$ cat src/rtl/core/market_packet_tlv_parser_defines.svh
// Assertion helpers for the parser RTL.
`ifndef MARKET_PACKET_TLV_PARSER_DEFINES_SVH
`define MARKET_PACKET_TLV_PARSER_DEFINES_SVH

// Clocked assertion, disabled while in reset.
`define MPTP_ASSERT(lbl, prop, msg) \
  lbl: assert property (@(posedge clk_i) disable iff (!rst_ni) prop) else $error(msg);

// Clocked assertion that also holds during reset.
`define MPTP_ASSERT_ALWAYS(lbl, prop, msg) \
  lbl: assert property (@(posedge clk_i) prop) else $error(msg);

`endif

$ cat src/rtl/core/mptp_pkg.sv
`default_nettype none
package mptp_pkg;

  localparam int unsigned MaxDatagramBytes = 4096;
  localparam int unsigned HdrLen           = 20;
  localparam int unsigned PosW             = $clog2(MaxDatagramBytes + 2);
  localparam int unsigned QueueDepth       = 2;

  localparam logic [31:0] TidReset = 32'h0000_F103;
  localparam logic [7:0]  ChainL   = 8'h4C;
  localparam logic [7:0]  ChainC   = 8'h43;
  localparam logic [15:0] IdLow    = 16'h2431;
  localparam logic [15:0] IdHigh   = 16'h2439;

  localparam logic [2:0] StOk         = 3'd0;
  localparam logic [2:0] StTooShort   = 3'd1;
  localparam logic [2:0] StBadChain   = 3'd2;
  localparam logic [2:0] StLenMismatch = 3'd3;
  localparam logic [2:0] StNotMarket  = 3'd4;

  localparam logic RegTid    = 1'b0;
  localparam logic RegEndian = 1'b1;

  typedef struct packed {
    logic [7:0] data_byte;
    logic       last_byte;
  } in_beat_t;

  typedef struct packed {
    logic        payload_valid;
    logic [7:0]  payload_byte;
    logic [15:0] field_id;
    logic [11:0] field_offset;
    logic        field_end;
    logic        datagram_done;
    logic [2:0]  status;
  } out_beat_t;

  // Queue entry: classified byte plus raw header bytes for the end check.
  typedef struct packed {
    logic            payload_valid;
    logic [7:0]      payload_byte;
    logic [15:0]     field_id;
    logic [11:0]     field_offset;
    logic            field_end;
    logic            datagram_done;
    logic [PosW-1:0] len;
    logic [7:0]      chain;
    logic [15:0]     clen_raw;
    logic [31:0]     tid_raw;
  } cmd_t;

  // a arrived first
  function automatic logic [15:0] word16(input logic be, input logic [7:0] a,
                                         input logic [7:0] b);
    return be ? {a, b} : {b, a};
  endfunction

endpackage
`default_nettype wire

$ cat src/rtl/core/market_packet_tlv_parser.sv
// Streaming TLV parser for market data datagrams. One byte beat in per clock
// while in_stall_o is low, one result beat out per byte beat; the result beat
// goes from the front walker into the 2-entry queue and then into the output
// register before it is valid. Output stalls back up through the queue; with
// the queue full the input stalls. The first 20 bytes are captured as the
// header; records (id, size, payload) follow, and payload bytes of ids
// 0x2431..0x2439 come out with id and offset. The beat for the last byte
// carries datagram_done and the status. Byte order of header/record words is
// set by big_endian_wire.
// Config (APB): 0x0 expected transaction id, 0x4 big_endian_wire; write only
// while idle.
`default_nettype none
module market_packet_tlv_parser (
  input  wire logic                clk_i,
  input  wire logic                rst_ni,
  input  wire logic                in_valid_i,
  output      logic                in_stall_o,
  input  wire mptp_pkg::in_beat_t  in_data_i,
  output      logic                out_valid_o,
  input  wire logic                out_stall_i,
  output      mptp_pkg::out_beat_t out_data_o,
  input  wire logic                psel,
  input  wire logic                penable,
  input  wire logic                pwrite,
  input  wire logic [2:0]          paddr,
  input  wire logic [31:0]         pwdata,
  output      logic [31:0]         prdata,
  output      logic                pready
);
  import mptp_pkg::*;

  logic [31:0] tid_q;
  logic        be_q;
  logic        accept, full, empty, pop, cfg_wr;
  cmd_t        cmd_in, cmd_out;

  // config regs
  assign pready = 1'b1;
  assign cfg_wr = psel && penable && pwrite;
  always_comb begin
    unique case (paddr[2])
      RegTid:    prdata = tid_q;
      RegEndian: prdata = {31'b0, be_q};
      default:   prdata = '0;
    endcase
  end

  always_ff @(posedge clk_i or negedge rst_ni) begin
    if (!rst_ni) begin
      tid_q <= TidReset;
      be_q  <= 1'b0;
    end else if (cfg_wr) begin
      if (paddr[2] == RegTid) tid_q <= pwdata;
      else be_q <= pwdata[0];
    end
  end

  // input side stalls only on a full queue
  assign in_stall_o = full;
  assign accept     = in_valid_i && !full;

  mptp_front u_front (
    .clk_i, .rst_ni,
    .big_endian_i (be_q),
    .accept_i     (accept),
    .in_i         (in_data_i),
    .cmd_o        (cmd_in)
  );

  mptp_queue u_queue (
    .clk_i, .rst_ni,
    .push_i      (accept),
    .push_data_i (cmd_in),
    .full_o      (full),
    .pop_i       (pop),
    .empty_o     (empty),
    .pop_data_o  (cmd_out)
  );

  mptp_back u_back (
    .clk_i, .rst_ni,
    .tid_i        (tid_q),
    .big_endian_i (be_q),
    .empty_i      (empty),
    .cmd_i        (cmd_out),
    .pop_o        (pop),
    .out_valid_o,
    .out_stall_i,
    .out_data_o
  );

endmodule
`default_nettype wire

$ cat src/rtl/core/mptp_front.sv
`default_nettype none
module mptp_front (
  input  wire logic             clk_i,
  input  wire logic             rst_ni,
  input  wire logic             big_endian_i,
  input  wire logic             accept_i,
  input  wire mptp_pkg::in_beat_t in_i,
  output      mptp_pkg::cmd_t   cmd_o
);
  import mptp_pkg::*;

  logic [PosW-1:0] pos_q, pos_d;
  logic [7:0]      hdr_q [HdrLen];
  logic [15:0]     fl_q, fl_d;
  logic [2:0]      ph_q, ph_d;
  logic [23:0]     rh_q, rh_d;
  logic [15:0]     cf_q, cf_d;
  logic [15:0]     bl_q, bl_d;
  logic [11:0]     off_q, off_d;
  logic            is_hdr;
  logic [15:0]     bl_new;

  function automatic logic [7:0] hb(input logic [PosW-1:0] p, input logic [7:0] b,
                                    input logic [7:0] q, input int unsigned i);
    return (p == PosW'(i)) ? b : q;
  endfunction

  assign is_hdr = pos_q < PosW'(HdrLen);
  assign bl_new = word16(big_endian_i, rh_q[7:0], in_i.data_byte);

  always_comb begin
    pos_d = pos_q;
    fl_d  = fl_q;
    ph_d  = ph_q;
    rh_d  = rh_q;
    cf_d  = cf_q;
    bl_d  = bl_q;
    off_d = off_q;
    cmd_o = '0;
    if (is_hdr) begin
      if (pos_q == PosW'(HdrLen - 1)) begin
        fl_d = word16(big_endian_i, hdr_q[12], hdr_q[13]);
        ph_d = '0;
      end
    end else if (pos_q < PosW'(MaxDatagramBytes)) begin
      if (ph_q < 3'd4) begin
        if (fl_q != '0) begin
          rh_d = {rh_q[15:0], in_i.data_byte};
          ph_d = ph_q + 3'd1;
          if (ph_q == 3'd3) begin
            cf_d  = word16(big_endian_i, rh_q[23:16], rh_q[15:8]);
            bl_d  = bl_new;
            off_d = '0;
            if (bl_new == '0) begin
              fl_d = fl_q - 16'd1;
              ph_d = '0;
            end
          end
        end
      end else begin
        if (cf_q >= IdLow && cf_q <= IdHigh) begin
          cmd_o.payload_valid = 1'b1;
          cmd_o.payload_byte  = in_i.data_byte;
          cmd_o.field_id      = cf_q;
          cmd_o.field_offset  = off_q;
          cmd_o.field_end     = (bl_q == 16'd1);
        end
        off_d = off_q + 12'd1;
        bl_d  = bl_q - 16'd1;
        if (bl_q == 16'd1) begin
          fl_d = fl_q - 16'd1;
          ph_d = '0;
        end
      end
    end
    if (pos_q <= PosW'(MaxDatagramBytes)) pos_d = pos_q + PosW'(1);
    cmd_o.datagram_done = in_i.last_byte;
    cmd_o.len           = pos_d;
    cmd_o.chain         = hb(pos_q, in_i.data_byte, hdr_q[1], 1);
    cmd_o.clen_raw      = {hb(pos_q, in_i.data_byte, hdr_q[14], 14),
                           hb(pos_q, in_i.data_byte, hdr_q[15], 15)};
    cmd_o.tid_raw       = {hb(pos_q, in_i.data_byte, hdr_q[4], 4),
                           hb(pos_q, in_i.data_byte, hdr_q[5], 5),
                           hb(pos_q, in_i.data_byte, hdr_q[6], 6),
                           hb(pos_q, in_i.data_byte, hdr_q[7], 7)};
    if (in_i.last_byte) begin
      pos_d = '0; fl_d = '0; ph_d = '0; rh_d = '0;
      cf_d = '0; bl_d = '0; off_d = '0;
    end
  end

  always_ff @(posedge clk_i or negedge rst_ni) begin
    if (!rst_ni) begin
      pos_q <= '0; fl_q <= '0; ph_q <= '0; rh_q <= '0;
      cf_q <= '0; bl_q <= '0; off_q <= '0;
      for (int i = 0; i < HdrLen; i++) hdr_q[i] <= '0;
    end else if (accept_i) begin
      pos_q <= pos_d; fl_q <= fl_d; ph_q <= ph_d; rh_q <= rh_d;
      cf_q <= cf_d; bl_q <= bl_d; off_q <= off_d;
      if (is_hdr) hdr_q[pos_q[4:0]] <= in_i.data_byte;
    end
  end

endmodule
`default_nettype wire

$ cat src/rtl/core/mptp_queue.sv
`default_nettype none
`include "market_packet_tlv_parser_defines.svh"
module mptp_queue (
  input  wire logic           clk_i,
  input  wire logic           rst_ni,
  input  wire logic           push_i,
  input  wire mptp_pkg::cmd_t push_data_i,
  output      logic           full_o,
  input  wire logic           pop_i,
  output      logic           empty_o,
  output      mptp_pkg::cmd_t pop_data_o
);
  import mptp_pkg::*;

  localparam int unsigned PtrW = $clog2(QueueDepth);

  cmd_t              mem_q [QueueDepth];
  logic [PtrW-1:0]   wr_q, rd_q;
  logic [PtrW:0]     cnt_q;

  assign full_o     = cnt_q == (PtrW+1)'(QueueDepth);
  assign empty_o    = cnt_q == '0;
  assign pop_data_o = mem_q[rd_q];

  always_ff @(posedge clk_i) begin
    if (push_i) mem_q[wr_q] <= push_data_i;
  end

  always_ff @(posedge clk_i or negedge rst_ni) begin
    if (!rst_ni) begin
      wr_q <= '0; rd_q <= '0; cnt_q <= '0;
    end else begin
      if (push_i) wr_q <= wr_q + PtrW'(1);
      if (pop_i)  rd_q <= rd_q + PtrW'(1);
      cnt_q <= cnt_q + (PtrW+1)'(push_i) - (PtrW+1)'(pop_i);
    end
  end

  `MPTP_ASSERT_ALWAYS(a_cnt_bound, cnt_q <= (PtrW+1)'(QueueDepth), "queue overfilled")
  `MPTP_ASSERT(a_no_push_full, full_o && !pop_i |-> !push_i, "push into full queue")
  `MPTP_ASSERT(a_no_pop_empty, empty_o |-> !pop_i, "pop from empty queue")
  `MPTP_ASSERT(a_cnt_step, push_i && !pop_i |=> cnt_q == $past(cnt_q) + 1'b1,
               "count did not advance")

endmodule
`default_nettype wire

$ cat src/rtl/core/mptp_back.sv
`default_nettype none
module mptp_back (
  input  wire logic                clk_i,
  input  wire logic                rst_ni,
  input  wire logic [31:0]         tid_i,
  input  wire logic                big_endian_i,
  input  wire logic                empty_i,
  input  wire mptp_pkg::cmd_t      cmd_i,
  output      logic                pop_o,
  output      logic                out_valid_o,
  input  wire logic                out_stall_i,
  output      mptp_pkg::out_beat_t out_data_o
);
  import mptp_pkg::*;

  logic       vld_q;
  out_beat_t  out_q, out_d;
  logic [15:0] clen;
  logic [31:0] tid;
  logic [2:0]  st;

  assign clen = word16(big_endian_i, cmd_i.clen_raw[15:8], cmd_i.clen_raw[7:0]);
  assign tid  = big_endian_i ? cmd_i.tid_raw
              : {cmd_i.tid_raw[7:0], cmd_i.tid_raw[15:8],
                 cmd_i.tid_raw[23:16], cmd_i.tid_raw[31:24]};

  always_comb begin
    priority if (cmd_i.len < PosW'(HdrLen)) st = StTooShort;
    else if (cmd_i.chain != ChainL && cmd_i.chain != ChainC) st = StBadChain;
    else if (cmd_i.len > PosW'(MaxDatagramBytes) ||
             {3'b0, clen} != 19'(cmd_i.len) - 19'(HdrLen)) st = StLenMismatch;
    else if (tid != tid_i) st = StNotMarket;
    else st = StOk;
  end

  always_comb begin
    out_d.payload_valid = cmd_i.payload_valid;
    out_d.payload_byte  = cmd_i.payload_byte;
    out_d.field_id      = cmd_i.field_id;
    out_d.field_offset  = cmd_i.field_offset;
    out_d.field_end     = cmd_i.field_end;
    out_d.datagram_done = cmd_i.datagram_done;
    out_d.status        = cmd_i.datagram_done ? st : StOk;
  end

  assign pop_o       = !empty_i && (!vld_q || !out_stall_i);
  assign out_valid_o = vld_q;
  assign out_data_o  = out_q;

  always_ff @(posedge clk_i) begin
    if (pop_o) out_q <= out_d;
  end

  always_ff @(posedge clk_i or negedge rst_ni) begin
    if (!rst_ni) begin
      vld_q <= 1'b0;
    end else if (pop_o) begin
      vld_q <= 1'b1;
    end else if (!out_stall_i) begin
      vld_q <= 1'b0;
    end
  end

endmodule
`default_nettype wire
$ cat config.mk
export PLATFORM = sky130hd
export DESIGN_NAME = market_packet_tlv_parser
export DESIGN_NICKNAME = d
export VERILOG_FILES = /design/src/rtl/core/mptp_pkg.sv /design/src/rtl/core/market_packet_tlv_parser.sv /design/src/rtl/core/mptp_front.sv /design/src/rtl/core/mptp_queue.sv /design/src/rtl/core/mptp_back.sv
export VERILOG_INCLUDE_DIRS = /design/src /design/src/rtl/core
export SDC_FILE = /design/constraint.sdc
export NUM_CORES = 1
export LEC_CHECK = 0
export ABC_CLOCK_PERIOD_IN_PS = 6000
export BUFFER_PORTS_ARGS = -buffer_cell sky130_fd_sc_hd__buf_2
export CAP_MARGIN = 5
export CORE_ASPECT_RATIO = 2
export CORE_MARGIN = 2
export CORE_UTILIZATION = 40
export CTS_CLUSTER_DIAMETER = 120
export CTS_CLUSTER_SIZE = 28
export DETAILED_ROUTE_END_ITERATION = 8
export SLEW_MARGIN = 0
export SYNTH_ARGS = -nofsm -noshare
export SYNTH_HDL_FRONTEND = slang
export SYNTH_SLANG_ARGS = --single-unit
$ cat constraint.sdc
create_clock -name clk_i -period 6 [get_ports clk_i]
set_input_delay 0.6 -clock clk_i [delete_from_list [all_inputs] [get_ports clk_i]]
set_output_delay 0.6 -clock clk_i [all_outputs]
set_load 0.02 [all_outputs]
==> results.yml, run 1 <==
synth:
  synth_edf_count: 258
  syn-instance-count: 1658
  synth_top_area_cell: "edfxtp_1"
  synth_area_sq_um: 21900
  yosysUniqueCellTypes: 68
  yosysWarningCount: 0
  synth_flop_cell: "edfxtp_1"
  synthTopCellsByArea: "edfxtp_1 (35%), dfrtp_1 (23%), mux2_2 (11%)"
  avgSynthCellArea_sq_um: 13.2
  ys_seq_area_frac: 0.595
  synth_seq_cells: 468
  yosysMostFrequentCell: "edfxtp_1"
  async_flop_share: 0.449
  synthTopCellsByCount: "edfxtp_1 (258), mux2_2 (212), dfrtp_1 (203), nand2_1 (144), nor2_1 (81)"
  synth_top_area_frac: 0.354
layout:
  fin_area_sq_um: 23800
  drive_gt1_frac: 0.252
  fin_util: 0.439
  nNetsFinal: 1804
  synthToLayoutAreaGrowth_pct: 8.84
placement:
  io_buffers: 124
  dp_hpwl_um: 34400
  gp_congestion: 0.838
  place_area_sq_um: 23200
clock_tree:
  clk_pin_slew_ps: 110
  root_buffer: "clkbuf_16"
  post_cts.repair.setup_buffers: 0
  cts-resized-gates: 0
  numCtsBuffers: 20
  htree_levels: 1
  tritoncts: "built"
  insertion_delay_ps: 580
  clock-sinks: 468
  cts_hold_buf: 0
  cts.path.max_buffers: 3
floorplanning:
  die_w_um: 169
  start_util: 0.404
  fp-row-count: 121
  io_pins: 128
  dieArea_sq_um: 56700
  die_h_um: 335
  fp.coreArea_sq_um: 54200
flow_run:
  cap_violations: 0
route:
  ant_nets: 0
  met2WireLength_um: 28000
  viasPerCell: 5.54
  drt_iter0_markers: 764
  drtPass1Iterations: 5
  drc: 0
  route.met3.wl_um: 1640
  post_drt_wl_per_cell_um: 20.4
  top_layer_used: "met5"
  wirelength_um: 49500
  wl_met1_um: 18200
  vias: 13500
outcome:
  status: "finished clean"
timing:
  period_share: 0.627
  tightest_slew_ps: 1030
  fin_hold_ws_ps: 101
  fin_crit_ps: 3760
  setup-tns-final_ps: 0
  final-hold-violation-count: 0
  worst_slew_margin_rel: 0.314
  slew_violations: 0
  setup_viol: 0
  clock.fmax_ghz: 0.266
  skew_ps: 47.0
  rsz0062_at_grt: "no"
global_routing:
  grt_pass1_wl_um: 77700
  grt_overflow: 0
  grt.total_usage: 0.175
  grt_pass1_vias: 13900
  grt_max_degree: 116
  grt_antenna_before_repair: 3
worst_setup_path:
  start_kind: "flop"
  cp.required_ps: 6320
  worst_ep_arrival_time_ps: 4080
  crit_path_max_fanout: 59
  worstSetupEndpointType: "flop"
  crit_type: "flop to flop"
power_and_ir_drop:
  netSwitchingFraction: 0.325
  pwr-share-clk: 0.175
  p_leak_uw: 0.00964
  seqPwrFrac: 0.519
  switching_power_uw: 3000
  p_int_uw: 6230
  combPwrFrac: 0.306
  vdd_drop_max_uv: 461
  powerDensity_nw_per_um2: 388
min_path:
  min_path_type: "primary input to asynchronous set/reset pin"
per-stage QoR:
| step | total power [uW] | setup WS, ps | std cells |
|---|---|---|---|
| after floorplan | 6920 | -253 | 1673 |
| after global placement | 7650 | 2200 | 2395 |
| after detailed placement | 7740 | 2220 | 2395 |
| after CTS | 9380 | 2170 | 2431 |
| after global routing | 9770 | 1890 | 2433 |
| final | 9230 | 2240 | 2433 |
power by group through the flow:
stage	Combinational, uW	Clock, uW	Sequential (uW)
4_1_cts	2890	1680	4810
6_report	2820	1620	4790
3_5_place_dp	2870	0	4870
5_1_grt	3090	1790	4890
2_1_floorplan	2050	0	4870
3_3_place_gp	2820	0	4830
cell families after synthesis:
group           Yosys count  synth area share
xor+xnor                 77            0.0308
fa+ha+maj                12           0.00686
buf+inv                 116            0.0213
mux                     322             0.181
other cells               2          0.000343
compound gates          200            0.0571
simple gates            461             0.108
flops                   468             0.595
worst max-delay path, stage by stage (launching register included):
cell,delay [ps]
dfrtp_4,940
buf_4,440
mux2i_1,240
ha_1,220
o21ai_0,120
o32a_1,330
nor4_1,560
nand3_1,200
o41ai_1,280
a21boi_0,130
registers in the layout, indices dropped and copies added, names as in the netlist, 2 cells and up:
name,cells
u_queue.mem_q,216
u_front.hdr_q,72
u_back.out_data_o,42
tid_q,32
u_front.rh_q,24
u_front.bl_q,16
u_front.cf_q,16
u_front.fl_q,16
u_front.pos_q,13
u_front.off_q,12
u_front.ph_q,3
u_queue.cnt_q,2
worst paths after layout:
| path | slack, ps | start | to | depth (start not counted) |
|---|---|---|---|---|
| worst max-delay path | 2240 | u_queue.rd_q | u_back.out_data_o[0] | 9 |
| worst min-delay path | 100 | rst_ni | u_front.off_q[9] | 1 |
| worst max register to register | 2240 | u_queue.rd_q | u_back.out_data_o[0] | 9 |
| worst min register to register | 490 | u_front.cf_q[6] | u_front.cf_q[6] | 2 |
| max in group asynchronous | 4690 | rst_ni | be_q | 2 |
| min in group clk_i | 260 | pwdata[10] | tid_q[10] | 2 |
metal layers:
layer,vias to the layer above,global-route usage
li1,6296,-
met1,6817,0.192
met2,289,0.345
met3,83,0.0171
met4,2,0.0606
met5,-,0
cell type report:
class | count | area (sq um)
Inverter | 20 | 75.1
Timing Repair Buffer | 142 | 802
Multi-Input combinational cell | 1089 | 8490
Tap cell | 676 | 846
Antenna cell | 2 | 5.00
Sequential cell | 468 | 13000
Clock inverter | 2 | 25.0
Clock buffer | 34 | 553
Fill cell | 4935 | 30400
placed cells by master, fill, tap and decap left out, types with 43 or more instances in the layout:
| cell | synthesis | final |
|---|---|---|
| a21oi_1 | 44 | 43 |
| buf_2 | 16 | 123 |
| dfrtp_1 | 203 | 201 |
| edfxtp_1 | 258 | 258 |
| mux2_2 | 212 | 212 |
| mux2i_1 | 72 | 72 |
| nand2_1 | 144 | 144 |
| nor2_1 | 81 | 79 |
| o21ai_0 | 74 | 74 |
| xor2_1 | 50 | 50 |
(Power assumes the default switching activity.)
==> run 2, diff against run 1 <==
Settings changed: ABC_AREA set to 1, ABC_CLOCK_PERIOD_IN_PS 6000 to 3730.
Clock period 6 ns to 3.73 ns, I/O delays scaled along.
==> run 2 against run 1 <==
Against the previous run:
- worst hold slack worse by 70 ps
- setup slack worse by 1400 ps
- core utilization grew 0.25 points
- synthesized area grew 0.93%
- clock power rose by 60%
- via count increased by 22%
- sequential power up 65%
- maximum frequency is 31% higher
- sequential share of layout area down 0.63 points
- first-iteration DRC count is 40% higher
- total power up 84%
- non-clock buffer count is 30 higher
- critical endpoint is now u_back.out_data_o[1]
==> results.yml, run 2 <==
timing:
  final-hold-violation-count: 0
  worst_slew_margin_rel: 0.331
  skew_ps: 27.5
  period_share: 0.770
  setup-tns-final_ps: 0
  postLayoutSetupSlackWorst_ps: 857
  fin_crit_ps: 2870
  clock.fmax_ghz: 0.348
  tightest_slew_ps: 1000
  setup_viol: 0
  rsz0062_at_grt: "no"
  slew_violations: 0
global_routing:
  grt_overflow: 0
  grt_pass1_wl_um: 83900
  grt_pass1_vias: 16300
  grt.total_usage: 0.184
  grt_antenna_before_repair: 0
  grt_max_degree: 106
layout:
  largest_register_ffs: 216
  largest-register: "u_queue.mem_q"
  fin_area_sq_um: 24100
  diodes: 0
  drive_gt1_frac: 0.0927
  finalNonFillerCells: 3244
  final_common_cell: "nand2_1"
  final_cell_mix: "nand2_1 (768), o21ai_0 (260), edfxtp_1 (258)"
  nNetsFinal: 2617
  synthToLayoutAreaGrowth_pct: 9.07
floorplanning:
  io_pins: 128
  dieArea_sq_um: 57200
  die_h_um: 336
  fp.coreArea_sq_um: 54500
  start_util: 0.405
  fp-row-count: 121
  die_w_um: 170
min_path:
  min_path_type: "primary input to flop"
  hp-start: "pwdata[1]"
route:
  wirelength_um: 52300
  post_drt_wl_per_cell_um: 16.1
  drtPass1Iterations: 7
  vias: 16400
  drc: 0
  drt_iter0_markers: 1070
  ant_nets: 0
  viasPerCell: 5.07
synth:
  yosysUniqueCellTypes: 53
  ys_seq_area_frac: 0.589
  synthAdderAreaFrac: 0.00680
  avgSynthCellArea_sq_um: 8.99
  yosys.area_share.simple: 0.226
  async_flop_share: 0.449
  synth_flop_cell: "edfxtp_1"
  synth_seq_cells: 468
  synth_compound_area_frac: 0.0943
  synth_top_area_frac: 0.351
  synth.mux.area_fraction: 0
  synth_area_sq_um: 22100
  yosysWarningCount: 0
  syn-instance-count: 2456
  synth-xor-area-share: 0.0210
  synthTopCellsByArea: "edfxtp_1 (35%), dfrtp_1 (23%), nand2_1 (13%)"
  synth_top_area_cell: "edfxtp_1"
  synth_edf_count: 258
  synth_top_family_by_area: "simple AND/OR/NAND/NOR gates"
  yosysMostFrequentCell: "nand2_1"
  synthTopCellsByCount: "nand2_1 (769), o21ai_0 (260), edfxtp_1 (258), inv_1 (205), dfrtp_1 (203)"
worst_setup_path:
  path_cells: "buf_4, nand2_1, nand2_1, ha_1, inv_1, nand2_1, nand2_1, nor2_1, nand3_1, nand3b_1, nand2_1, nor2_1, nand3_1, nand2_1, inv_1"
  start_kind: "flop"
  reg2reg_from: "u_queue.rd_q"
  worstSetupEndpointType: "flop"
  crit_slowest_cell: "dfrtp_4"
  cp.required_ps: 4060
  slowest_delay_ps: 580
  crit_type: "flop to flop"
  critPathMostFrequentCell: "nand2_1"
  worst_ep_arrival_time_ps: 3200
  crit_path_max_fanout: 29
  setup.worst_path.start: "u_queue.rd_q"
placement:
  placed_cells: 3207
  pre_cts_ws_ps: 826
  place_area_sq_um: 23500
  io_buffers: 124
  dp_hpwl_um: 38200
  gp_congestion: 0.904
clock_tree:
  htree_levels: 1
  tritoncts: "built"
  root_buffer: "clkbuf_16"
  numCtsBuffers: 20
  cts.path.max_buffers: 3
  insertion_delay_ps: 570
  cts-resized-gates: 0
  clock-sinks: 468
  clk_pin_slew_ps: 110
outcome:
  status: "finished clean"
power_and_ir_drop:
  vdd_drop_max_uv: 349
  p_leak_uw: 0.0106
  total_power_uw: 17000
  powerDensity_nw_per_um2: 707
flow_run:
  cap_violations: 0
run 2: cell types whose count changed in the layout (fill, tap and decap cells not counted), moves of 24 or more:
cell	change
nand2_1	+624
mux2_2	-212
o21ai_0	+186
inv_1	+184
nand3_1	+129
nor2_1	+114
mux2i_1	-72
mux4_2	-38
nor2b_1	-36
buf_4	+26
o22ai_1	+24
run 2: timing repair:
action,4_1_cts,5_1_grt
setup buffers,0,0
hold buffers,1,0
hold endpoints to repair,93,0
run 2: critical path: cells and delay by family, from the launching register on:
| kind | cells | cell delay [ps] |
|---|---|---|
| adders and majority gates | 1 | 210 |
| buffers and inverters | 3 | 440 |
| and+or+nand+nor | 11 | 1390 |
| DFF | 1 | 580 |
run 2: cell families (layout without fill, tap and decap cells):
logic type               count (synthesis)  in the layout
flip-flops                             468            468
AO/OA/AOI/OAI                          390            390
buffers and inverters                  323            420
adder cells (fa/ha/maj)                 12             12
XOR/XNOR                                53             53
other                                    2             17
AND/OR/NAND/NOR                       1208           1208
run 2: final timing paths:
path | to | slack (ps) | depth (start not counted)
min reg2reg | u_front.hdr_q[117] | 490 | 2
min in group asynchronous | u_queue.rd_q | 400 | 2
min | tid_q[1] | 30 | 3
max reg2reg | u_back.out_data_o[1] | 860 | 15
max in group asynchronous | u_front.bl_q[7] | 2290 | 3
max | u_back.out_data_o[1] | 860 | 15
run 2: layer usage:
metal | vias up | wire, um | global-route usage
li1 | 8255 | - | -
met5 | - | 0 | 0
met3 | 107 | 1480 | 0.0144
met2 | 341 | 28100 | 0.360
met1 | 7743 | 19800 | 0.194
met4 | 0 | 2880 | 0.0960
run 2: metrics by stage:
stage                     utilization  hold slack (ps)
final                           0.442             31.1
after global routing            0.442             15.4
after CTS                       0.442             2.38
after detailed placement        0.431              471
after global placement          0.431              464
after floorplan                     -             77.4
run 2: area by class of cell:
class	count	area, sq um
Fill cell	5270	30400
Sequential cell	468	13000
Multi-Input combinational cell	1680	7780
Timing Repair Buffer	172	1070
Tap cell	676	846
Inverter	212	797
Clock buffer	34	553
Clock inverter	2	25.0
run 2: where the power goes:
group	switching, uW	internal [uW]	leakage, uW
sequential	678	7230	0.00523
clock	1550	1040	0.000274
combinational	4510	2010	0.00509
total	6730	10300	0.0106
